`config.mk`:
```
export PLATFORM = sky130hd
export DESIGN_NAME = lem_calc
export DESIGN_NICKNAME = d
export VERILOG_FILES = /design/src/rtl/laplace_edge_magnitude_3x3_macros.svh /design/src/rtl/lem_pkg.sv /design/src/rtl/lem_calc.sv
export SDC_FILE = /design/constraint.sdc
export NUM_CORES = 1
export LEC_CHECK = 0
export ABC_CLOCK_PERIOD_IN_PS = 16500
export BUFFER_PORTS_ARGS = -buffer_cell sky130_fd_sc_hd__buf_2
export CELL_PAD_IN_SITES_DETAIL_PLACEMENT = 1
export CELL_PAD_IN_SITES_GLOBAL_PLACEMENT = 2
export CORE_MARGIN = 10
export CORE_UTILIZATION = 40
export DETAILED_ROUTE_END_ITERATION = 16
export GPL_TIMING_DRIVEN = 0
export PLACE_DENSITY_LB_ADDON = 0.1
export SYNTH_ARGS = -nofsm -noshare
export SYNTH_HDL_FRONTEND = slang
export SYNTH_SLANG_ARGS = --single-unit
```
`constraint.sdc`:
```
create_clock -name vclk -period 16.5
set_input_delay 0.825 -clock vclk [all_inputs]
set_output_delay 0.825 -clock vclk [all_outputs]
set_load 0.01 [all_outputs]
```
`src/rtl/laplace_edge_magnitude_3x3_macros.svh`:
```
// Assertion macros
`ifndef LAPLACE_EDGE_MAGNITUDE_3X3_MACROS_SVH
`define LAPLACE_EDGE_MAGNITUDE_3X3_MACROS_SVH
`ifndef NO_ASSERTIONS
`define LEM_ASSERT_IMPL(label, clk, rst, prop) \
   label: assert property (@(posedge clk) disable iff (rst) prop) else $error("%m failed");
`define LEM_ASSERT_NEXT(label, clk, rst, a, b) \
   label: assert property (@(posedge clk) disable iff (rst) (a) |=> (b)) else $error("%m failed");
`else
`define LEM_ASSERT_IMPL(label, clk, rst, prop)
`define LEM_ASSERT_NEXT(label, clk, rst, a, b)
`endif
`endif

```
`src/rtl/lem_pkg.sv`:
```
`default_nettype none
package lem_pkg;
   localparam int unsigned CFG_BITS = 11;
   localparam int PIXEL_BITS = 8;
   localparam logic ACTION_PIXEL = 1'b0;
   localparam logic ACTION_DRAIN = 1'b1;

   typedef struct packed {
      logic       action;
      logic [7:0] pixel_value;
   } req_type;

   typedef struct packed {
      logic [7:0] edge_value;
      logic       last_pixel;
   } rsp_type;

   // one Laplacian evaluation, registered between stages
   typedef struct packed {
      logic [PIXEL_BITS-1:0] centre;
      logic [PIXEL_BITS-1:0] up;
      logic [PIXEL_BITS-1:0] down;
      logic [PIXEL_BITS-1:0] left;
      logic [PIXEL_BITS-1:0] right;
      logic        hu;
      logic        hd;
      logic        hl;
      logic        hr;
      logic        last;
   } lap_type;

   typedef struct packed {
      logic [7:0] value;
      logic       last;
   } res_type;
endpackage
`default_nettype wire

```
`src/rtl/lem_calc.sv`:
```
`default_nettype none
module lem_calc
   import lem_pkg::*;
(
   input  wire lap_type op,
   output res_type      res
);
   localparam int SB = PIXEL_BITS + 3;
   localparam int NB = SB + 5;
   logic [SB-1:0] nsum, prod, mag;
   logic [2:0]    k;
   logic [3:0]    n;
   logic [NB+25:0] scaled;
   logic [NB-1:0] q;
   logic [25:0]   inv;
   logic [NB-1:0] num2;

   always_comb begin
      nsum = '0;
      k = '0;
      if (op.hu) begin nsum = nsum + SB'(op.up[PIXEL_BITS-1:0]); k = k + 3'd1; end
      if (op.hd) begin nsum = nsum + SB'(op.down[PIXEL_BITS-1:0]); k = k + 3'd1; end
      if (op.hl) begin nsum = nsum + SB'(op.left[PIXEL_BITS-1:0]); k = k + 3'd1; end
      if (op.hr) begin nsum = nsum + SB'(op.right[PIXEL_BITS-1:0]); k = k + 3'd1; end
      prod = SB'(k) * SB'(op.centre[PIXEL_BITS-1:0]);
      mag = (prod >= nsum) ? prod - nsum : nsum - prod;
      n = ({3'b0, op.hu} + {3'b0, op.hd} + 4'd1) * ({3'b0, op.hl} + {3'b0, op.hr} + 4'd1);
      num2 = NB'({mag, 1'b0}) + NB'(n);
      // rounded-up reciprocal of 2n, exact floor for numerators below 4096
      unique case (n)
         4'd1: inv = 26'd33554432;
         4'd2: inv = 26'd16777216;
         4'd3: inv = 26'd11184811;
         4'd4: inv = 26'd8388608;
         4'd6: inv = 26'd5592406;
         4'd9: inv = 26'd3728271;
         default: inv = 26'd33554432;
      endcase
      scaled = (NB+26)'(num2) * (NB+26)'(inv);
      q = scaled[NB+25:26];
   end

   assign res.value = (q > NB'(255)) ? 8'd255 : q[7:0];
   assign res.last = op.last;
endmodule
`default_nettype wire
```
==> results of run 1 <==
## worst max path at each step
stage	end	depth (start not counted)	from	slack (ns)
floorplan	res[7]	59	op[4]	2.49
global placement	res[7]	58	op[3]	0.02
detailed placement	res[7]	58	op[3]	-0.12
CTS	res[7]	58	op[3]	0.07
global route	res[7]	57	op[4]	0.04
finish	res[7]	60	op[4]	1.05
## cell families (layout without fill, tap and decap cells)
| family | Yosys count | count (layout) | synth area share |
|---|---|---|---|
| buffers and inverters | 344 | 395 | 0.125 |
| multiplexers | 21 | 21 | 0.0211 |
| other | 1 | 4 | 0.000356 |
| XOR/XNOR | 64 | 64 | 0.0546 |
| adder cells (fa/ha/maj) | 333 | 333 | 0.524 |
| AO/OA/AOI/OAI | 193 | 193 | 0.123 |
| AND/OR/NAND/NOR | 324 | 324 | 0.152 |
## routing by layer
| layer | vias to the layer above | GRT usage | routed length, µm | share of wire |
|---|---|---|---|---|
| met2 | 103 | 0.345 | 15300 | 0.52 |
| li1 | 4118 | - | - | - |
| met5 | - | 0 | 0 | 0 |
| met3 | 30 | 0.0115 | 810 | 0.027 |
| met4 | 0 | 0.0430 | 858 | 0.029 |
| met1 | 4226 | 0.220 | 12600 | 0.43 |
## per-stage QoR
stage / area [µm²] / setup WS, ns / hold slack (ns) / utilization
after floorplan: 10500 / 2.49 / 1.74 / -
after global placement: 11200 / 0.0171 / 1.84 / 0.432
after detailed placement: 11200 / -0.122 / 1.84 / 0.432
after CTS: 11200 / 0.0726 / 1.84 / 0.432
after global routing: 11300 / 0.0383 / 1.85 / 0.435
final: 11300 / 1.05 / 1.84 / 0.435
## what timing repair did
item	4_1_cts	5_1_grt
setup endpoints to repair	8	8
resized for setup	1	10
buffers inserted	0	2
pin swaps	0	2
## layout make-up
type / instances / area, µm²
well taps: 335 / 419
repair buffers: 54 / 288
plain buffers: 19 / 97.6
multi-input cells: 939 / 9280
fillers: 3230 / 14700
inverters: 322 / 1210
## cell usage after synthesis (all sizes together), types with 11 or more instances
| cell | instances |
|---|---|
| nand3 | 13 |
| clkbuf | 16 |
| mux2i | 11 |
| and2 | 20 |
| o21ai | 39 |
| fa | 180 |
| a21oi | 49 |
| and3 | 11 |
| nand2 | 111 |
| nor2 | 90 |
| o21a | 12 |
| nor2b | 19 |
| nand2b | 12 |
| a21o | 33 |
| inv | 319 |
| ha | 153 |
| xor2 | 26 |
| xnor2 | 38 |
| nor3 | 15 |
## cell usage in the layout (no fill, tap or decap), drive strengths merged, types with 20 or more instances in the layout
cell type / instances
and2: 20
nand2: 111
fa: 180
xnor2: 38
o21ai: 39
buf: 60
a21o: 33
xor2: 26
inv: 319
nor2: 90
ha: 153
a21oi: 49
==> run metrics, run 1 <==
Vias/cell=5.08; CP delay by family, top=adder cells; # rows=between 50 and 60; Synth top area share=0.342; Hold Path Origin=op[0]; largest net degree at the start of global routing=11; RSZ-0062 raised after global routing=false; Area growth syn-to-layout=7.25%; Worst path slowest cell=xnor2_1; grt ovf=0; dpl cells=about 1,700; Reg area=0 µm²; Yosys cell types=74; slowest stage delay, CP=0.54 ns; Chip Width=182 µm; Buffers & Inverters on Critical Path=8; first-pass GRT wire length=49,500 µm; Final Non-Filler Cells=1,669; DR WL/cell=17.7 µm; Slew @ Worst Pin=0.938 ns; critical path required time=around 16 ns; final setup fails=0; # IOs=54; total core area=~0.026 mm²; Crit. End Element=primary output; outcome=finished, final reports clean; Synth Instances=1,280; 1st-iter DRT viols=roughly 240; largest area contributor in the netlist=fa_1; Hold Path Depth=2; Routed Antenna Nets=0; YS warnings=0; Fin Setup TNS=0 ns; Vias=8,477; CP Launch Type=primary input; Synth Cell Area=approximately 0.011 mm²; 1st-pass router iterations=4; full die area=0.0332 mm²; Final Critical Period=15.45 ns; vias in the first global route=9,482; crit-path most repeated cell=ha_1; Clock buffer cells=0; port bufs=52; Seq cells=0; Max-cap violations=0; initial antenna violation count=0; Final Max Tran Viols=0; HPWL after DPL=approximately 28,000 µm; Remaining DRCs=0; die height=roughly 180 µm; Antenna diodes=0; final hold vios=0; placer congestion estimate=0.873; post-synthesis sequential area ratio=0; GRT Total Usage=0.183; WS Path Type=primary input to primary output; Rel. slew slack=0.370; Mean Syn Cell Area=approximately 8.2 µm²; top cells by area, synth=fa_1, ha_1, inv_1, nand2_1, nor2_1; Tcrit/Tclk final=0.936; FMAX=64.7 MHz; Worst Hold Class=primary input to primary output; proportion of layout cells with a drive suffix above 1=0.0780; final net count=1,714; Post-Route WL=29,600 µm; Initial Util=0.405; worst-path fanout max=12; cts hold-fix bufs=0; Crit path arrival time=about 15 ns; Hold Crit Endpoint=res[0]
Power of run 1 is not shown: default switching activity piles up to over one toggle a cycle in this logic, so the estimate is an artifact.
==> run 2: changes to the inputs <==
==> config.mk (replaced) <==
export PLATFORM = sky130hd
export DESIGN_NAME = lem_calc
export DESIGN_NICKNAME = d
export VERILOG_FILES = /design/src/rtl/laplace_edge_magnitude_3x3_macros.svh /design/src/rtl/lem_pkg.sv /design/src/rtl/lem_calc.sv
export SDC_FILE = /design/constraint.sdc
export NUM_CORES = 1
export LEC_CHECK = 0
export ABC_CLOCK_PERIOD_IN_PS = 19970
export BUFFER_PORTS_ARGS = -buffer_cell sky130_fd_sc_hd__buf_2
export CORE_MARGIN = 10
export CORE_UTILIZATION = 65
export DETAILED_ROUTE_END_ITERATION = 16
export GPL_TIMING_DRIVEN = 0
export PLACE_DENSITY = 0.84
export SYNTH_ARGS = -nofsm -noshare
export SYNTH_HDL_FRONTEND = slang
export SYNTH_SLANG_ARGS = --single-unit
==> constraint.sdc (replaced) <==
create_clock -name vclk -period 19.97
set_input_delay 0.9985 -clock vclk [all_inputs]
set_output_delay 0.9985 -clock vclk [all_outputs]
set_load 0.01 [all_outputs]
==> run 2 against run 1 <==
  * Die area down 35%
  * Final area is 2.0% lower
  * Count of clock-buffer cells in the layout stayed put
  * Via count grew 2.0%
  * Highest routed layer unchanged
==> run metrics, run 2 (same netlist as run 1, synthesis figures left out) <==
1st-pass router iterations=5; Routed Antenna Nets=0; # rows=46; Max-cap violations=0; Fin Setup TNS=0 ns; Final Critical Period=16.61 ns; Clock buffer cells=0; Area growth syn-to-layout=5.14%; outcome=finished, final reports clean; GRT Total Usage=0.238; Tcrit/Tclk final=0.832; final net count=~1,700; DR WL/cell=16.3 µm; Antenna diodes=0; worst-path fanout max=10; WS Path Type=primary input to primary output; Setup crit end=res[2]; CP Launch Type=primary input; slowest stage delay, CP=0.60 ns; fillers=1,361; largest net degree at the start of global routing=11; first-pass GRT wire length=approximately 43,000 µm; Post-Route WL=25,300 µm; Slew @ Worst Pin=between 0.9 and 1 ns; Initial Util=0.663; Reg area=0 µm²; Worst Hold Class=primary input to primary output; die height=147 µm; final setup fails=0; initial antenna violation count=0; # resized after CTS=0; area of the multi-input gates=0.00923 mm²; HPWL after DPL=approximately 23,000 µm; proportion of layout cells with a drive suffix above 1=0.0719; grt ovf=0; Remaining DRCs=0; vias in the first global route=approximately 9,100; final hold vios=0; RSZ-0062 raised after global routing=false; Setup Fix Bufs, Post-CTS=0; Crit path arrival time=15.61 ns; worst setup path startpoint=op[4]; critical path required time=roughly 19 ns; 1st-iter DRT viols=528; Rel. slew slack=0.390; total core area=roughly 0.016 mm²; placer congestion estimate=1.00; commonest non-fill, non-tap cells in the layout=inv_1, fa_1, ha_1; Vias=8,646; Crit. End Element=primary output; final hold slack=2.18 ns; Worst path slowest cell=fa_1; Seq cells=0; Vias/cell=~5.6; # IOs=54; port bufs=52; FMAX=~60 MHz; Final Max Tran Viols=0; most common cell after layout, fill and taps aside=inv_1; Chip Width=between 100 and 150 µm; cts hold-fix bufs=0; full die area=0.0217 mm²
[run 2: cell count changes in the layout (fill, tap and decap cells not counted), sizes merged]
| cell | change |
|---|---|
| buf | -2 |
| clkbuf | +3 |
[run 2: final cells by class]
type / instances / share of cell area
Buffer: 22 / 0.00972
Inverter: 322 / 0.109
Multi-Input combinational cell: 939 / 0.833
Tap cell: 216 / 0.0244
Timing Repair Buffer: 52 / 0.0235
[run 2: worst max-delay path: cells and delay by family]
| family | cells | cell delay, ns |
|---|---|---|
| AOI/OAI and AO/OA | 12 | 2.80 |
| buffers and inverters | 9 | 1.25 |
| muxes | 2 | 0.54 |
| adders and majority gates | 12 | 5.12 |
| and+or+nand+nor | 19 | 3.81 |
| xor gates and xnor gates | 6 | 1.08 |
[run 2: how the worst min path moves through the flow]
| stage | startpoint | endpoint | slack, ns | depth (start not counted) |
|---|---|---|---|---|
| floorplan | op[0] | res[0] | 2.09 | 1 |
| global placement | op[0] | res[0] | 2.19 | 2 |
| CTS | op[0] | res[0] | 2.19 | 2 |
| detailed placement | op[0] | res[0] | 2.19 | 2 |
| global route | op[0] | res[0] | 2.19 | 2 |
| finish | op[0] | res[0] | 2.18 | 2 |
[run 2: metrics by stage]
step / std cells / setup WS [ns] / util / instance area [µm²]
after floorplan: 1283 / 5.61 / - / 10500
after global placement: 1551 / 3.79 / 0.697 / 11100
after detailed placement: 1551 / 3.52 / 0.697 / 11100
after CTS: 1551 / 3.48 / 0.697 / 11100
after global routing: 1551 / 2.38 / 0.697 / 11100
final: 1551 / 3.36 / 0.697 / 11100
[run 2: layer usage]
| layer | vias to the layer above | global-route usage | wire (µm) |
|---|---|---|---|
| li1 | 4133 | - | - |
| met1 | 4210 | 0.306 | 10800 |
| met2 | 273 | 0.420 | 12300 |
| met3 | 30 | 0.0356 | 1790 |
| met4 | 0 | 0.0387 | 459 |
| met5 | - | 0 | 0 |
Power of run 2 is left out for the same reason.
==> run 3: changes to the inputs <==
--- a/config.mk
+++ b/config.mk
@@ -5,7 +5,7 @@
 export SDC_FILE = /design/constraint.sdc
 export NUM_CORES = 1
 export LEC_CHECK = 0
-export ABC_CLOCK_PERIOD_IN_PS = 19970
+export ABC_CLOCK_PERIOD_IN_PS = 17300
 export BUFFER_PORTS_ARGS = -buffer_cell sky130_fd_sc_hd__buf_2
 export CORE_MARGIN = 10
 export CORE_UTILIZATION = 65
==> constraint.sdc (replaced) <==
create_clock -name vclk -period 17.3
set_input_delay 0.865 -clock vclk [all_inputs]
set_output_delay 0.865 -clock vclk [all_outputs]
set_load 0.01 [all_outputs]
==> run 3 against run 2 <==
  * Non-clock buffer count is the same
  * First-iteration DRC count decreased by 4.5%
  * Wire length is 0.23% higher
  * Critical path depth is the same
==> run metrics, run 3 (same netlist as run 1, synthesis figures left out) <==
HPWL after DPL=approximately 23,000 µm; Buffers & Inverters on Critical Path=9; Reg area=0 µm²; commonest non-fill, non-tap cells in the layout=inv_1, fa_1, ha_1; vias in the first global route=9,080; Crit. End Element=primary output; Final Critical Period=16.34 ns; Post-Route WL=25,400 µm; Tcrit/Tclk final=0.945; fillers=between 1,000 and 1,500; GRT Total Usage=0.238; total core area=between 0.015 and 0.02 mm²; final net count=between 1,500 and 2,000; worst-path fanout max=10; outcome=finished, final reports clean; Chip Width=147 µm; Area growth syn-to-layout=5.17%; Final Max Tran Viols=0; Vias=8,658; proportion of layout cells with a drive suffix above 1=0.0727; post-placement worst setup slack=1.12 ns; 1st-iter DRT viols=504; largest net degree at the start of global routing=11; critical path required time=16.43 ns; Crit path arrival time=approximately 15 ns; Rel. slew slack=0.385; Seq cells=0; Hold Path Origin=op[0]; Max-cap violations=0; Routed Antenna Nets=0; Vias/cell=5.58; FMAX=61.2 MHz; Fin Setup TNS=0 ns; final hold vios=0; Remaining DRCs=0; # rows=46; die height=147 µm; CP delay by family, top=adder cells; full die area=0.0217 mm²; first-pass GRT wire length=43,100 µm; 1st-pass router iterations=5; port bufs=52; Slew @ Worst Pin=~0.9 ns; Clock buffer cells=0; setup ws final=0.958 ns; Worst Hold Class=primary input to primary output; Hold Crit Endpoint=res[0]; cts hold-fix bufs=0; WS Path Type=primary input to primary output; RSZ-0062 raised after global routing=false; final setup fails=0; grt ovf=0; Hold Path Depth=2; most common cell after layout, fill and taps aside=inv_1; Initial Util=0.663; DR WL/cell=16.3 µm; CP Launch Type=primary input; # IOs=54; slowest stage delay, CP=roughly 0.60 ns; initial antenna violation count=0; Antenna diodes=0; placer congestion estimate=1.00; Worst path slowest cell=fa_1; final hold slack=1.92 ns
run 3: cell count changes in the layout (fill, tap and decap cells not counted), sizes merged:
cell and change:
clkbuf -1, buf +1
run 3: metal layers:
| layer | GRT usage | vias to the layer above | part of all wire |
|---|---|---|---|
| met4 | 0.0387 | 0 | 0.017 |
| li1 | - | 4134 | - |
| met2 | 0.420 | 263 | 0.49 |
| met1 | 0.306 | 4233 | 0.42 |
| met3 | 0.0356 | 28 | 0.071 |
| met5 | 0 | - | 0 |
run 3: layout make-up:
type	count	area, µm²	share of cell area
Multi-Input combinational cell	939	9230	0.833
Buffer	22	108	0.00971
Tap cell	216	270	0.0244
Inverter	322	1210	0.109
Timing Repair Buffer	52	260	0.0235
run 3: how the worst max path moves through the flow:
stage	start	end	slack [ns]	depth (start not counted)
after floorplan	op[4]	res[7]	3.21	59
after global placement	op[4]	res[7]	1.38	61
after detailed placement	op[4]	res[2]	1.12	61
after CTS	op[4]	res[2]	1.08	61
after global routing	op[4]	res[2]	0.02	60
final	op[4]	res[2]	0.96	60
run 3: what timing repair did:
item,in CTS,in global routing
resized for setup,0,2
setup buffers,0,0
endpoints found under the setup margin,0,1
run 3: through the flow:
| stage | utilization | cells | area [µm²] |
|---|---|---|---|
| after floorplan | - | 1283 | 10500 |
| after global placement | 0.697 | 1551 | 11100 |
| after detailed placement | 0.697 | 1551 | 11100 |
| after CTS | 0.697 | 1551 | 11100 |
| after global routing | 0.697 | 1551 | 11100 |
| final | 0.697 | 1551 | 11100 |
Power of run 3 is left out for the same reason.
